`src/hdl/lcgbrg_pkg.sv`:
```
// ----------------------------------------------------------------------------
// lcgbrg_pkg
// Shared types and constants of the LCG bounded random generator.
// ----------------------------------------------------------------------------
package lcgbrg_pkg;

  localparam int unsigned DRAW_W   = 16;
  localparam int unsigned STATE_W  = 32;
  localparam int unsigned KIND_W   = 2;
  localparam int unsigned LIMIT_W  = 15;
  localparam int unsigned VALUE_W  = 17;
  localparam int unsigned ADDR_W   = 2;
  localparam int unsigned DATA_W   = 32;
  localparam int unsigned DIV_CNT_W = $clog2(DRAW_W);

  localparam logic [STATE_W-1:0] LCG_MUL = 32'd1103515245;
  localparam logic [STATE_W-1:0] LCG_INC = 32'd12345;
  localparam logic [DRAW_W-1:0]  FOLD_MAX = 16'h7fff;

  localparam logic [KIND_W-1:0] KIND_RAW     = 2'd0;
  localparam logic [KIND_W-1:0] KIND_FOLD    = 2'd1;
  localparam logic [KIND_W-1:0] KIND_BOUNDED = 2'd2;
  localparam logic [KIND_W-1:0] KIND_MIN2    = 2'd3;

  localparam logic [ADDR_W-1:0] ADDR_SEED = 2'd0;

  typedef struct packed {
    logic              latch_item;
    logic              step;
    logic              div_start;
    logic              div_sel_mod;
    logic              latch_bound;
    logic              latch_first;
    logic              load_out;
    logic [KIND_W-1:0] kind;
  } cmd_t;

  typedef struct packed {
    logic div_done;
    logic reject;
  } status_t;

endpackage

```
`src/hdl/lcg_bounded_random_generator.sv`:
```
// ----------------------------------------------------------------------------
// lcg_bounded_random_generator
// LCG random source with raw, folded, bounded and min-of-two bounded draws.
// ----------------------------------------------------------------------------
// One item at a time. Raw and folded kinds step the LCG, take the draw and then
// load the output register. Bounded kinds first run a remainder on the divider
// to find the rejection bound. Each draw then steps the LCG and is checked
// against the bound. The final reduction runs on the same shared bit-serial
// divider, and then the output register is loaded. Min-of-two runs the draw
// and reduction twice; a rejected draw is stepped again. The next item is taken
// in the cycle after the output load. The result sits in an output register,
// so the next item is taken while a result still waits. That item then holds
// in its final state until the waiting result leaves. Writing the seed
// register reloads the LCG state.
// ----------------------------------------------------------------------------
module lcg_bounded_random_generator #(
  parameter int unsigned RANGE_LIMIT = 65535
) (
  input  logic                                   clk,
  input  logic                                   rst_n,
  input  logic                                   psel,
  input  logic                                   penable,
  input  logic                                   pwrite,
  input  logic [lcgbrg_pkg::ADDR_W-1:0]          paddr,
  input  logic [lcgbrg_pkg::DATA_W-1:0]          pwdata,
  output logic [lcgbrg_pkg::DATA_W-1:0]          prdata,
  output logic                                   pready,
  input  logic                                   in_valid,
  output logic                                   in_stall,
  input  logic [lcgbrg_pkg::KIND_W-1:0]          in_kind,
  input  logic [lcgbrg_pkg::LIMIT_W-1:0]         in_limit,
  output logic                                   out_valid,
  input  logic                                   out_stall,
  output logic signed [lcgbrg_pkg::VALUE_W-1:0]  out_value
);

  lcgbrg_pkg::cmd_t                cmd;
  lcgbrg_pkg::status_t             status;
  logic                            seed_we;
  logic [lcgbrg_pkg::DATA_W-1:0]   seed_rdata;

  assign pready  = 1'b1;
  assign seed_we = psel && penable && pwrite && (paddr == lcgbrg_pkg::ADDR_SEED);
  assign prdata  = (paddr == lcgbrg_pkg::ADDR_SEED) ? seed_rdata : '0;

  lcgbrg_ctrl u_ctrl (
    .clk       (clk),
    .rst_n     (rst_n),
    .in_valid  (in_valid),
    .in_stall  (in_stall),
    .in_kind   (in_kind),
    .out_valid (out_valid),
    .out_stall (out_stall),
    .status    (status),
    .cmd       (cmd)
  );

  lcgbrg_dp #(
    .RANGE_LIMIT (RANGE_LIMIT)
  ) u_dp (
    .clk        (clk),
    .rst_n      (rst_n),
    .seed_we    (seed_we),
    .seed_wdata (pwdata),
    .seed_rdata (seed_rdata),
    .in_limit   (in_limit),
    .cmd        (cmd),
    .status     (status),
    .out_value  (out_value)
  );

endmodule

```
`src/hdl/lcgbrg_div.sv`:
```
// ----------------------------------------------------------------------------
// lcgbrg_div
// Restoring divider, one quotient bit per cycle; returns the remainder.
// ----------------------------------------------------------------------------
module lcgbrg_div (
  input  logic                            clk,
  input  logic                            rst_n,
  input  logic                            start,
  input  logic [lcgbrg_pkg::DRAW_W-1:0]   dividend,
  input  logic [lcgbrg_pkg::DRAW_W-1:0]   divisor,
  output logic                            done,
  output logic [lcgbrg_pkg::DRAW_W-1:0]   remainder
);

  logic [lcgbrg_pkg::DRAW_W-1:0]    rem_r;
  logic [lcgbrg_pkg::DRAW_W-1:0]    dvd_r;
  logic [lcgbrg_pkg::DRAW_W-1:0]    dvs_r;
  logic [lcgbrg_pkg::DIV_CNT_W-1:0] cnt_r;
  logic                             busy_r;
  logic                             done_r;
  logic [lcgbrg_pkg::DRAW_W:0]      trial;
  logic [lcgbrg_pkg::DRAW_W:0]      diff;
  logic                             ge;

  assign trial = {rem_r, dvd_r[lcgbrg_pkg::DRAW_W-1]};
  assign diff  = trial - {1'b0, dvs_r};
  assign ge    = (trial >= {1'b0, dvs_r});

  always_ff @(posedge clk) begin
    if (!rst_n) begin
      busy_r <= 1'b0;
      done_r <= 1'b0;
      cnt_r  <= '0;
    end else begin
      done_r <= 1'b0;
      if (start) begin
        busy_r <= 1'b1;
        cnt_r  <= '0;
      end else if (busy_r) begin
        cnt_r <= cnt_r + 1'b1;
        if (cnt_r == {lcgbrg_pkg::DIV_CNT_W{1'b1}}) begin
          busy_r <= 1'b0;
          done_r <= 1'b1;
        end
      end
    end
  end

  always_ff @(posedge clk) begin
    if (start) begin
      rem_r <= '0;
      dvd_r <= dividend;
      dvs_r <= divisor;
    end else if (busy_r) begin
      rem_r <= ge ? diff[lcgbrg_pkg::DRAW_W-1:0] : trial[lcgbrg_pkg::DRAW_W-1:0];
      dvd_r <= {dvd_r[lcgbrg_pkg::DRAW_W-2:0], 1'b0};
    end
  end

  assign done      = done_r;
  assign remainder = rem_r;

endmodule

```
`src/hdl/lcgbrg_dp.sv`:
```
// ----------------------------------------------------------------------------
// lcgbrg_dp
// Datapath: seed and LCG state, rejection bound, divider, result register.
// ----------------------------------------------------------------------------
module lcgbrg_dp #(
  parameter int unsigned RANGE_LIMIT = 65535
) (
  input  logic                             clk,
  input  logic                             rst_n,
  input  logic                             seed_we,
  input  logic [lcgbrg_pkg::DATA_W-1:0]    seed_wdata,
  output logic [lcgbrg_pkg::DATA_W-1:0]    seed_rdata,
  input  logic [lcgbrg_pkg::LIMIT_W-1:0]   in_limit,
  input  lcgbrg_pkg::cmd_t                 cmd,
  output lcgbrg_pkg::status_t              status,
  output logic signed [lcgbrg_pkg::VALUE_W-1:0] out_value
);

  localparam logic [lcgbrg_pkg::DRAW_W-1:0] RANGE_LIM_C = RANGE_LIMIT[lcgbrg_pkg::DRAW_W-1:0];

  logic [lcgbrg_pkg::STATE_W-1:0] seed_r;
  logic [lcgbrg_pkg::STATE_W-1:0] state_r;
  logic [lcgbrg_pkg::DRAW_W-1:0]  span_r;
  logic [lcgbrg_pkg::DRAW_W-1:0]  bound_r;
  logic [lcgbrg_pkg::DRAW_W-1:0]  first_r;
  logic [lcgbrg_pkg::VALUE_W-1:0] value_r;
  logic [lcgbrg_pkg::STATE_W-1:0] state_step;
  logic [lcgbrg_pkg::DRAW_W-1:0]  draw;
  logic [lcgbrg_pkg::DRAW_W-1:0]  span_in;
  logic [lcgbrg_pkg::DRAW_W-1:0]  div_dividend;
  logic [lcgbrg_pkg::DRAW_W-1:0]  div_divisor;
  logic [lcgbrg_pkg::DRAW_W-1:0]  rem;
  logic                           div_done;
  logic [lcgbrg_pkg::DRAW_W-1:0]  min_val;
  logic [lcgbrg_pkg::VALUE_W-1:0] result;

  assign state_step   = state_r * lcgbrg_pkg::LCG_MUL + lcgbrg_pkg::LCG_INC;
  assign draw         = state_r[lcgbrg_pkg::DRAW_W+7:8];
  assign span_in      = {1'b0, in_limit} + 1'b1;
  assign div_dividend = cmd.div_sel_mod ? draw : RANGE_LIM_C;
  assign div_divisor  = cmd.latch_item ? span_in : span_r;

  lcgbrg_div u_div (
    .clk       (clk),
    .rst_n     (rst_n),
    .start     (cmd.div_start),
    .dividend  (div_dividend),
    .divisor   (div_divisor),
    .done      (div_done),
    .remainder (rem)
  );

  always_ff @(posedge clk) begin
    if (!rst_n) begin
      seed_r  <= '0;
      state_r <= '0;
    end else if (seed_we) begin
      seed_r  <= seed_wdata;
      state_r <= seed_wdata;
    end else if (cmd.step) begin
      state_r <= state_step;
    end
  end

  // bound = RANGE_LIMIT - RANGE_LIMIT % span; zero when span exceeds the range
  always_ff @(posedge clk) begin
    if (cmd.latch_item)  span_r  <= span_in;
    if (cmd.latch_bound) bound_r <= RANGE_LIM_C - rem;
    if (cmd.latch_first) first_r <= rem;
    if (cmd.load_out)    value_r <= result;
  end

  assign min_val = (first_r < rem) ? first_r : rem;

  always_comb begin
    case (cmd.kind)
      lcgbrg_pkg::KIND_RAW:     result = {1'b0, draw};
      lcgbrg_pkg::KIND_FOLD:    result = (draw > lcgbrg_pkg::FOLD_MAX)
                                         ? ({1'b0, lcgbrg_pkg::FOLD_MAX} - {1'b0, draw})
                                         : {1'b0, draw};
      lcgbrg_pkg::KIND_BOUNDED: result = {1'b0, rem};
      lcgbrg_pkg::KIND_MIN2:    result = {1'b0, min_val};
      default:                  result = {1'b0, draw};
    endcase
  end

  assign status.div_done = div_done;
  assign status.reject   = (bound_r != '0) && (draw >= bound_r);
  assign seed_rdata      = seed_r;
  assign out_value       = value_r;

endmodule

```
`src/hdl/lcgbrg_ctrl.sv`:
```
// ----------------------------------------------------------------------------
// lcgbrg_ctrl
// Sequencer: bound computation, draw and rejection loop, output handshake.
// ----------------------------------------------------------------------------
module lcgbrg_ctrl (
  input  logic                              clk,
  input  logic                              rst_n,
  input  logic                              in_valid,
  output logic                              in_stall,
  input  logic [lcgbrg_pkg::KIND_W-1:0]     in_kind,
  output logic                              out_valid,
  input  logic                              out_stall,
  input  lcgbrg_pkg::status_t               status,
  output lcgbrg_pkg::cmd_t                  cmd
);

  localparam logic [2:0] S_IDLE  = 3'd0;
  localparam logic [2:0] S_BDIV  = 3'd1;
  localparam logic [2:0] S_STEP  = 3'd2;
  localparam logic [2:0] S_CHECK = 3'd3;
  localparam logic [2:0] S_MDIV  = 3'd4;
  localparam logic [2:0] S_DONE  = 3'd5;

  logic [2:0]                      state_r, state_nxt;
  logic [lcgbrg_pkg::KIND_W-1:0]   kind_r, kind_nxt;
  logic                            second_r, second_nxt;
  logic                            out_valid_r, out_valid_nxt;
  logic                            accept;
  logic                            bounded_kind;

  assign accept       = in_valid && (state_r == S_IDLE);
  assign bounded_kind = (kind_r == lcgbrg_pkg::KIND_BOUNDED) ||
                        (kind_r == lcgbrg_pkg::KIND_MIN2);

  always_comb begin
    state_nxt     = state_r;
    kind_nxt      = kind_r;
    second_nxt    = second_r;
    out_valid_nxt = out_valid_r && out_stall;
    cmd           = '0;
    cmd.kind      = kind_r;
    case (state_r)
      S_IDLE: begin
        if (in_valid) begin
          kind_nxt       = in_kind;
          second_nxt     = 1'b0;
          cmd.latch_item = 1'b1;
          if ((in_kind == lcgbrg_pkg::KIND_BOUNDED) ||
              (in_kind == lcgbrg_pkg::KIND_MIN2)) begin
            cmd.div_start = 1'b1;
            state_nxt     = S_BDIV;
          end else begin
            state_nxt = S_STEP;
          end
        end
      end
      S_BDIV: begin
        if (status.div_done) begin
          cmd.latch_bound = 1'b1;
          state_nxt       = S_STEP;
        end
      end
      S_STEP: begin
        cmd.step  = 1'b1;
        state_nxt = S_CHECK;
      end
      S_CHECK: begin
        if (!bounded_kind) begin
          state_nxt = S_DONE;
        end else if (status.reject) begin
          state_nxt = S_STEP;
        end else begin
          cmd.div_start   = 1'b1;
          cmd.div_sel_mod = 1'b1;
          state_nxt       = S_MDIV;
        end
      end
      S_MDIV: begin
        if (status.div_done) begin
          if ((kind_r == lcgbrg_pkg::KIND_MIN2) && !second_r) begin
            cmd.latch_first = 1'b1;
            second_nxt      = 1'b1;
            state_nxt       = S_STEP;
          end else begin
            state_nxt = S_DONE;
          end
        end
      end
      S_DONE: begin
        if (!out_valid_r || !out_stall) begin
          cmd.load_out  = 1'b1;
          out_valid_nxt = 1'b1;
          state_nxt     = S_IDLE;
        end
      end
      default: begin
        state_nxt = S_IDLE;
      end
    endcase
  end

  always_ff @(posedge clk) begin
    if (!rst_n) begin
      state_r     <= S_IDLE;
      out_valid_r <= 1'b0;
      kind_r      <= lcgbrg_pkg::KIND_RAW;
      second_r    <= 1'b0;
    end else begin
      state_r     <= state_nxt;
      out_valid_r <= out_valid_nxt;
      kind_r      <= kind_nxt;
      second_r    <= second_nxt;
    end
  end

  assign in_stall  = !(state_r == S_IDLE) || (accept && 1'b0);
  assign out_valid = out_valid_r;

endmodule
```
`config.mk`:
```
export PLATFORM = sky130hd
export DESIGN_NAME = lcg_bounded_random_generator
export DESIGN_NICKNAME = d
export VERILOG_FILES = /design/src/hdl/lcgbrg_pkg.sv /design/src/hdl/lcg_bounded_random_generator.sv /design/src/hdl/lcgbrg_div.sv /design/src/hdl/lcgbrg_dp.sv /design/src/hdl/lcgbrg_ctrl.sv
export SDC_FILE = /design/constraint.sdc
export NUM_CORES = 1
export LEC_CHECK = 0
export ABC_AREA = 1
export ABC_CLOCK_PERIOD_IN_PS = 5550
export BUFFER_PORTS_ARGS = -buffer_cell sky130_fd_sc_hd__buf_2
export CAP_MARGIN = 20
export CORE_ASPECT_RATIO = 1.2
export CORE_MARGIN = 3
export CORE_UTILIZATION = 55
export CTS_CLUSTER_DIAMETER = 120
export DETAILED_ROUTE_END_ITERATION = 16
export GPL_TIMING_DRIVEN = 0
export PLACE_DENSITY = 0.76
export SYNTH_ARGS = -nofsm -noshare
export SYNTH_HDL_FRONTEND = slang
export SYNTH_SLANG_ARGS = --single-unit
```
`constraint.sdc`:
```
create_clock -name clk -period 5.55 [get_ports clk]
set_clock_uncertainty 0.05 [all_clocks]
set_input_delay 1.3875 -clock clk [delete_from_list [all_inputs] [get_ports clk]]
set_output_delay 1.3875 -clock clk [all_outputs]
set_load 0.05 [all_outputs]
```
### Word level (Yosys, flattened, before mapping)

Index checks and enable logic that the tools add are counted.

| word-level totals | value |
|---|---|
| bits of input ports | 58 |
| flip-flop bits (word level) | 190 |
| output and inout port bits | 52 |
| logic and storage cells | 116 |

| operators by class | value |
|---|---|
| $mul | 1 |
| equal/unequal tests | 16 |
| mux-type cells | 46 |
| reductions and logical operators | 25 |
| bitwise logic cells | 2 |
| order comparisons | 4 |
| add/subtract/negate cells | 6 |

Operators by type and width:

| kind | count |
|---|---|
| 16-bit two-way mux | 6 |
| 32-bit two-way mux | 3 |
| 17-bit case mux with 4 select lines | 1 |
| 32-bit by 14-bit adder with 32-bit output (second input constant) | 1 |
| 32-bit by 31-bit multiplier with 32-bit output (second input constant) | 1 |
| 1-bit two-way mux | 22 |
| 3-bit two-way mux | 7 |
| 3-bit case mux with 6 select lines | 1 |
| 17-bit by 16-bit greater-or-equal comparator with 1-bit output | 1 |
| 17-bit two-way mux | 1 |
| 15-bit by 16-bit subtractor with 17-bit output (first input constant) | 1 |
| 15-bit by 1-bit adder with 16-bit output (second input constant) | 1 |
| 16-bit greater-or-equal comparator | 1 |
| 16-bit by 15-bit > comparator with 1-bit output (second input constant) | 1 |
| 16-bit less-than comparator | 1 |
| 16-bit nonzero test | 1 |
| 16-bit subtractor | 1 |
| 16-bit subtractor (first input constant) | 1 |
| 2-bit == test (second input constant) | 4 |
| 2-bit by 1-bit inequality test with 1-bit output (second input constant) | 4 |
| 4-bit AND reduction | 2 |
| 3-bit by 2-bit == test with 1-bit output (second input constant) | 2 |
| 3-bit == test (second input constant) | 2 |
| 1-bit logical AND | 6 |
| 16 further kinds | 28 |

### Depth between registers and ports, before layout

Gate-level depths: netlist of the first run.

| logic depth | value |
|---|---|
| depth after elaboration | 7 |
| mapped depth | 29 |
| mapped depth without buffers | 29 |

### Hierarchy

Synthesis of the first run repeated with hierarchy kept, for this count alone.

| second synthesis, totals | value |
|---|---|
| cells, all modules | 2,010 |
| area total of the unflattened synthesis | 15,826.4 sq um |

By module, submodules not included:

| module | times used | cells each | seq. area each (sq um) | area an instance (sq um) |
|---|---|---|---|---|
| lcgbrg_dp | 1 | 1,429 | 2,912.8 | 11,646.2 |
| lcgbrg_div | 1 | 429 | 1,401.3 | 3,314.4 |
| lcgbrg_ctrl | 1 | 78 | 140.1 | 478.0 |
| lcg_bounded_random_generator | 1 | 74 | 0.0 | 387.9 |

### Least setup slack after synthesis of the first run

Ideal clock, no wire load.

| timing | value |
|---|---|
| path kind | register -> register |
| start | register u_dp.state_r[9] in the netlist's numbering |
| end | register u_dp.state_r[19] in the netlist's numbering |
| data arrival time | 5.684 ns |
| period minus slack after synthesis | 5.808 ns |
| path buffers | 0 |
| path slack | -0.258 ns |
| stages on the path, launching flop included | 24 |
| setup time | 0.074 ns |
| required time | 5.426 ns |
| cells stage by stage | dfxtp_1 ha_1 fa_1 fa_1 inv_1 fa_1 inv_1 ha_1 inv_1 fa_1 inv_1 fa_1 inv_1 fa_1 inv_1 ha_1 a21oi_1 a21boi_0 inv_1 a21oi_1 nand2_1 a21oi_1 o21ai_0 a31oi_1 |

| between the ends | value |
|---|---|
| longest elaborated chain between the ends | 4 |

RTL lines:

| element | line | text |
|---|---|---|
| from (decl) | lcgbrg_dp.sv:22 | `logic [lcgbrg_pkg::STATE_W-1:0] state_r;` |
| from (signal assigned) | lcgbrg_dp.sv:59 | `state_r <= seed_wdata;` |
| from (signal assigned) | lcgbrg_dp.sv:61 | `state_r <= state_step;` |
| 32-bit by 31-bit multiplier with 32-bit output | lcgbrg_dp.sv:37 | `assign state_step = state_r * lcgbrg_pkg::LCG_MUL + lcgbrg_pkg::LCG_INC;` |
| 32-bit by 14-bit adder with 32-bit output | lcgbrg_dp.sv:37 |  |
| 32-bit two-way mux | lcgbrg_dp.sv:60 | `end else if (cmd.step) begin` |
| 32-bit two-way mux | lcgbrg_dp.sv:57 | `end else if (seed_we) begin` |

Every way passes these cells. The select of a mux whose other input is x is not followed.
A chain may end at the register's enable or synchronous reset.

### Worst setup path in the final report of the first run

| timing | value |
|---|---|
| start | register u_dp.state_r[6] in the netlist's numbering |
| end | register u_dp.state_r[21] in the netlist's numbering |

The elaborated chain is that of the path after synthesis.

==> summary.txt, run 1 <==
Final layout
  • Layout overhead on the synthesized area: 19.9%
  • Most frequent cells in the layout: 382 x inv_1, 333 x nand2_1, 149 x ha_1
  • Antenna Cells: 0
  • Fraction of layout cells with a size suffix above 1: 20.8%
  • Most common cell after layout, fill and taps aside: inv_1
  • Post-Layout Cell Count: around 2500
  • Post-layout util: between 60% and 70%
  • Fin nets: ~2500

Yosys
  • Post-Synth Adder-Cell Area: 28.3%
  • Largest area contributor in the netlist: edfxtp_1
  • Synth area leaders: edfxtp_1 16%, ha_1 15%, fa_1 13%
  • Syn_nets: between 2000 and 2500
  • Simple-gate portion of the synthesized area: slightly above 20%
  • Compound-gate portion of the synthesized area: 9.27%
  • Synth Instances: approximately 1900
  • Main flop type after synthesis: dfxtp_1
  • Distinct cells, synth: 49
  • Syn_area_per_cell: roughly 8 sq um
  • Synth Area in XOR/XNOR: between 1.5 and 2%
  • Largest family of logic cells by synthesized area: adder cells
  • Async set or reset register ratio after synthesis: 0%
  • Synthesized area: about 15000 sq um
  • Yosys synthesis warning count: 0
  • Mux share of post-synthesis cell area: 0%
  • Sequential share of the synthesized area: between 20 and 30%
  • Synth Register Bits: approximately 180
  • Share of the synthesized area in the top cell type: 15.7%
  • EDFF count, synth: between 80 and 90

Clocking
  • Clock sink count: ~180
  • CTS Buf Count: 17
  • CTS root buf: clkbuf_16
  • Max clock buf depth: 2
  • CTS tree: yes
  • Clk_lat worst skew: around 0.45 ns
  • Clk slew on worst S/H paths: roughly 0.080 ns
  • H-tree Lvls: 4

Setup path
  • Crit path capture type: register
  • Crit path max fanout: 4
  • Arrival @ worst endpoint: 6.01 ns
  • CP Data Required Time: 5.81 ns
  • Startpoint Class: register
  • WS Path Type: reg -> reg

STA
  • Achievable Freq: about 170 MHz
  • RSZ-0062 raised after global routing: yes
  • Hold_ws: between 0.4 and 0.5 ns
  • Slew at the pin with the worst max-slew slack: 0.817 ns
  • Slew Limit Fails: 0
  • Endpoints failing hold: 0
  • Final setup viols: 8
  • TNS Setup: -0.743 ns
  • Slack of the critical path: -0.196 ns
  • Slew HR: between 40 and 50%
  • Final min period: approximately 5.7 ns
  • Final worst-path cycle share: 104%

Floorplan
  • Die Footprint: approximately 30000 sq um
  • Row count: 66
  • CORE AREA: between 20000 and 30000 sq um
  • Die width: approximately 160 um
  • Height of the die: approximately 190 um
  • Initial Utilization: 56.5%
  • IO Pins: between 100 and 150

Drt
  • Routed Antenna Nets: 0
  • WL/cell: between 15 and 20 um
  • Vias: around 14000
  • # DRC: 0
  • Iter 0 DRT Violations: around 990
  • DRT Wirelength: around 45000 um
  • Via/cell ratio: 5.47
  • Pre-antenna DRT Iters: 7

Flow run
  • Max-Cap Viols: 0

Global routing
  • GRT overflow: 0
  • Initial antenna violation count: 0
  • Number of global-route vias before repair: 14164
  • First-pass GRT wire length: 69300 um
  • Largest net degree at the start of global routing: 26
  • GRT Overall Usage: between 20% and 30%

Place
  • Placed cell count: ~2400
  • Post-DP HPWL: 33900 um
  • Routability Congestion: ~0.97
  • Buffers added on ports: around 110

Outcome
  • Status: finished, violations left
  • Failing checks: setup timing

Hold path
  • Hold Path Class: reg -> reg
-- final timing paths --
path / start / end / slack [ns] / depth (start not counted)
worst min register to register: u_dp.span_r[10] / u_dp.span_r[10] / 0.40 / 2
worst max-delay path: u_dp.state_r[6] / u_dp.state_r[21] / -0.20 / 22
worst max register to register: u_dp.state_r[6] / u_dp.state_r[21] / -0.20 / 22
worst min-delay path: u_dp.span_r[10] / u_dp.span_r[10] / 0.40 / 2
-- routing by layer --
layer  global-route usage [%]  part of all wire, %  vias up
met1                     29.5                   35     6531
met5                        0                    0        -
met3                     3.96                  4.3      178
met4                     17.9                  7.5        0
met2                     55.8                   53      473
li1                         -                    -     6557
-- cell type report --
type | count | area [sq um]
plain buffers | 47 | 236
clock buffers | 18 | 439
clock inverters | 14 | 136
fillers | 2207 | 8840
inverters | 419 | 1600
multi-input cells | 1281 | 10000
flip-flops and latches | 182 | 4530
well taps | 374 | 468
repair buffers | 178 | 1130
-- timing repair --
item                                    CTS  global route
gates resized for setup                 135            83
endpoints found under the setup margin   13            14
setup buffers                            50            18
hold buffers                              0             0
pin swaps                                82            57
-- cells by family after synthesis --
kind of cell / after synthesis
other cells: 1
flops: 182
compound gates: 261
xor+xnor: 29
fa+ha+maj: 289
buf+inv: 466
simple gates: 701
-- state kept, by name, summed over array words and instances (netlist names), 2 cells and up --
name                  cells
u_dp.bound_r             16
u_dp.span_r              16
u_ctrl.state_r            3
u_dp.u_div.dvs_r         16
u_dp.first_r             16
u_dp.out_value           17
u_dp.u_div.remainder     16
u_dp.state_r             24
u_dp.seed_rdata          32
u_ctrl.kind_r             2
u_dp.u_div.cnt_r          4
u_dp.u_div.dvd_r         16
-- synth_stat cells (2+ instances only) --
master / instances
nand3_2: 21
nand3b_1: 20
nand2_2: 17
buf_6: 2
fa_1: 102
nand2_4: 2
nor3_2: 3
edfxtp_1: 81
nand3_1: 92
buf_2: 7
nor4_1: 7
o21ai_1: 3
inv_1: 416
a21boi_0: 2
xor2_1: 15
o21bai_1: 2
or2_2: 6
dfxtp_1: 101
o21ai_0: 85
xnor2_1: 14
nor3_1: 11
buf_8: 2
a31oi_1: 22
a21oi_1: 119
nor2_1: 147
nand4_1: 27
ha_1: 187
a22oi_1: 2
clkbuf_1: 31
buf_1: 3
clkinv_1: 3
nand2_1: 345
a21o_1: 6
a21oi_2: 11
-- per-stage QoR --
stage	instance area [sq um]	setup slack [ns]
final	18600	-0.196
after detailed placement	16600	-1.23
after CTS	18100	-0.0862
after floorplan	15600	-0.00937
after global placement	16600	-1.21
after global routing	18600	-0.455
-- worst max-delay path, cell delays in order, from the launching register on --
cell	delay, ns
dfxtp_4	0.39
ha_4	0.30
inv_4	0.04
fa_2	0.35
fa_1	0.51
fa_1	0.50
inv_1	0.05
fa_1	0.48
inv_1	0.05
fa_1	0.47
inv_1	0.05
fa_1	0.48
inv_1	0.05
fa_1	0.49
inv_2	0.06
ha_4	0.25
a21oi_2	0.18
o21ai_1	0.11
a21oi_2	0.17
nand3_2	0.11
buf_4	0.15
o21ai_1	0.18
a31oi_1	0.11
Power of run 1 is left out: the tool's default activity adds up to more than one toggle a clock period on the data nets, which glitch-free logic cannot reach.
==> inputs of run 2 (changes only) <==
--- a/config.mk
+++ b/config.mk
@@ -6,7 +6,7 @@
 export NUM_CORES = 1
 export LEC_CHECK = 0
 export ABC_AREA = 1
-export ABC_CLOCK_PERIOD_IN_PS = 5550
+export ABC_CLOCK_PERIOD_IN_PS = 6250
 export BUFFER_PORTS_ARGS = -buffer_cell sky130_fd_sc_hd__buf_2
 export CAP_MARGIN = 20
 export CORE_ASPECT_RATIO = 1.2
@@ -15,7 +15,7 @@
 export CTS_CLUSTER_DIAMETER = 120
 export DETAILED_ROUTE_END_ITERATION = 16
 export GPL_TIMING_DRIVEN = 0
-export PLACE_DENSITY = 0.76
+export PLACE_DENSITY = 0.73
 export SYNTH_ARGS = -nofsm -noshare
 export SYNTH_HDL_FRONTEND = slang
 export SYNTH_SLANG_ARGS = --single-unit
==> constraint.sdc (replaced) <==
create_clock -name clk -period 6.25 [get_ports clk]
set_clock_uncertainty 0.05 [all_clocks]
set_input_delay 1.5625 -clock clk [delete_from_list [all_inputs] [get_ports clk]]
set_output_delay 1.5625 -clock clk [all_outputs]
set_load 0.05 [all_outputs]
==> run 2 against run 1 <==
The run now ends clean. Critical path type unchanged. Clock-buffer cell count increased by 3. Non-clock buffer count decreased by 55. Cell count decreased by 2.2%. Highest routed layer unchanged. Utilization decreased by 3.9 points.
==> summary.txt, run 2 (synthesis results as in run 1) <==
Drt
  • # DRC: 0 (unchanged)
  • Iter 0 DRT Violations: 796 (was 992)
  • Vias: 13126 (was 13739)
  • WL/cell: 16.9 um (was 17.9 um)
  • Pre-antenna DRT Iters: 5 (was 7)
  • Routed Antenna Nets: 0 (unchanged)
  • Via/cell ratio: 5.34 (was 5.47)
  • DRT Wirelength: 41600 um (was 45000 um)

STA
  • Slew Limit Fails: 0 (unchanged)
  • Slack of the critical path: 0.169 ns (was -0.196 ns)
  • Slew HR: 44.4% (was 45.4%)
  • Achievable Freq: 164 MHz (was 174 MHz)
  • Final setup viols: 0 (was 8)
  • Final min period: 6.08 ns (was 5.75 ns)
  • Final worst-path cycle share: 97.3% (was 104%)
  • Endpoints failing hold: 0 (unchanged)
  • Slew at the pin with the worst max-slew slack: 0.832 ns (was 0.817 ns)
  • RSZ-0062 raised after global routing: yes (unchanged)

Global routing
  • Met3 GRT Util: 3.51% (was 3.96%)
  • Met1 global-route usage: 29.9% (was 29.5%)
  • Number of global-route vias before repair: 13578 (was 14164)
  • M2 GR Usage: 53.4% (was 55.8%)
  • Most Used Layer, Global Route: met2 (unchanged)
  • First-pass GRT wire length: 66800 um (was 69300 um)
  • Largest net degree at the start of global routing: 26 (unchanged)
  • GRT overflow: 0 (unchanged)
  • GRT Overall Usage: 27.8% (was 29.0%)
  • Initial antenna violation count: 0 (unchanged)

Final layout
  • Fraction of layout cells with a size suffix above 1: 13.5% (was 20.8%)
  • Antenna Cells: 0 (unchanged)
  • Fin nets: 2418 (was 2473)
  • Most frequent cells in the layout: 415 x inv_1, 341 x nand2_1, 176 x ha_1 (was 382 x inv_1, 333 x nand2_1, 149 x ha_1)
  • Max reg flops: 32 (unchanged)
  • Fill count: 2445 (was 2207)
  • Multi-input logic area: 9430 sq um (was 10000 sq um)
  • Register area: 4500 sq um (was 4530 sq um)
  • Most common cell after layout, fill and taps aside: inv_1 (unchanged)
  • Layout overhead on the synthesized area: 13.0% (was 19.9%)

Setup path
  • Startpoint Class: register (unchanged)
  • Crit-path leading delay family: adder cells (unchanged)
  • CP Buf/Inv Count: 3 (was 7)
  • Crit path capture type: register (unchanged)
  • CP Data Required Time: 6.57 ns (was 5.81 ns)
  • Crit path from: u_dp.state_r[4] (was u_dp.state_r[6])
  • CP cell instances: ha_2 -> ha_1 -> ha_1 -> a21oi_2 -> fa_1 -> fa_1 -> inv_1 -> fa_1 -> ha_1 -> fa_1 -> inv_1 -> fa_1 -> inv_1 -> ha_4 -> a21oi_2 -> o21ai_1 -> a21oi_1 -> nand3_1 -> a21oi_1 -> o21ai_1 -> a31oi_1 (was ha_4 -> inv_4 -> fa_2 -> fa_1 -> fa_1 -> inv_1 -> fa_1 -> inv_1 -> fa_1 -> inv_1 -> fa_1 -> inv_1 -> fa_1 -> inv_2 -> ha_4 -> a21oi_2 -> o21ai_1 -> a21oi_2 -> nand3_2 -> buf_4 -> o21ai_1 -> a31oi_1)
  • Crit path max fanout: 6 (was 4)
  • Arrival @ worst endpoint: 6.40 ns (was 6.01 ns)
  • Critical R2R Launch: u_dp.state_r[4] (was u_dp.state_r[6])
  • Most used cell along the critical path: fa_1 (unchanged)
  • Critical path's slowest cell: fa_1 (unchanged)
  • Crit-path max cell delay: 0.55 ns (was 0.51 ns)
  • WS Path Type: reg -> reg (unchanged)

Hold path
  • Hold Startpoint: u_dp.span_r[12] (was u_dp.span_r[10])
  • Hold Path Class: reg -> reg (unchanged)

Clocking
  • CTS tree: yes (unchanged)
  • Clk slew on worst S/H paths: 0.08 ns (about the same)
  • Clk_lat worst skew: 0.45 ns (about the same)
  • H-tree Lvls: 4 (unchanged)
  • Max clock buf depth: 2 (unchanged)
  • CTS Buf Count: 17 (unchanged)
  • Clock sink count: 182 (unchanged)
  • CTS root buf: clkbuf_16 (unchanged)

Floorplan
  • IO Pins: 110 (unchanged)
  • CORE AREA: 27400 sq um (unchanged)
  • Die Footprint: 30200 sq um (unchanged)
  • Height of the die: 190 um (unchanged)
  • Row count: 66 (unchanged)
  • Initial Utilization: 56.5% (unchanged)
  • Die width: 159 um (unchanged)

Flow run
  • Max-Cap Viols: 0 (unchanged)

Place
  • Routability Congestion: 0.958 (was 0.967)
  • Buffers added on ports: 107 (unchanged)
  • Post-DP HPWL: 34500 um (was 33900 um)
  • Pre-CTS setup slack: -0.485 ns (was -1.23 ns)

Outcome
  • Status: finished, final reports clean (was finished, violations left)
[run 2: worst paths after layout]
kind	end	slack [ns]	depth (start not counted)
setup reg to reg	u_dp.state_r[21]	0.17	21
setup / recovery	u_dp.state_r[21]	0.17	21
hold reg to reg	u_dp.span_r[12]	0.40	2
hold / removal	u_dp.span_r[12]	0.40	2
[run 2: layout make-up]
cell class	count	area share, %
Sequential cell	182	25.7
Multi-Input combinational cell	1281	53.9
Clock inverter	11	0.665
Timing Repair Buffer	123	3.86
Buffer	47	1.35
Tap cell	374	2.67
Inverter	419	9.00
Clock buffer	21	2.88
[run 2: timing repair]
item	4_1_cts	5_1_grt
hold buffers	0	0
endpoints found under the setup margin	11	11
resized for setup	31	48
buffers inserted	2	11
pin swaps	1	9
[run 2: through the flow]
stage | cell area (sq um) | setup TNS, ns | std cells | hold slack [ns] | utilization [%]
finish | 17500 | 0 | 2458 | 0.400 | 63.9
global route | 17500 | -0.0415 | 2458 | 0.417 | 63.9
CTS | 17200 | 0 | 2447 | 0.402 | 62.9
detailed placement | 16500 | -3.78 | 2413 | 0.385 | 60.3
global placement | 16500 | -3.43 | 2410 | 0.382 | 60.2
floorplan | 15500 | 0 | 1929 | 0.368 | -
[run 2: layer usage]
metal	routed length [um]	up-vias
li1	-	6446
met1	15500	6218
met4	2030	0
met2	22600	360
met3	1530	102
met5	0	-
[run 2: worst reg2reg max path, stage by stage (launching register included)]
cell and delay, ns:
dfxtp_4 0.42, ha_2 0.34, ha_1 0.37, ha_1 0.21, a21oi_2 0.15, fa_1 0.48
fa_1 0.55, inv_1 0.06, fa_1 0.45, ha_1 0.33, fa_1 0.55, inv_1 0.07
fa_1 0.55, inv_1 0.10, ha_4 0.29, a21oi_2 0.17, o21ai_1 0.12, a21oi_1 0.21
nand3_1 0.13, a21oi_1 0.13, o21ai_1 0.10, a31oi_1 0.18
Power of run 2 is left out for the same reason.
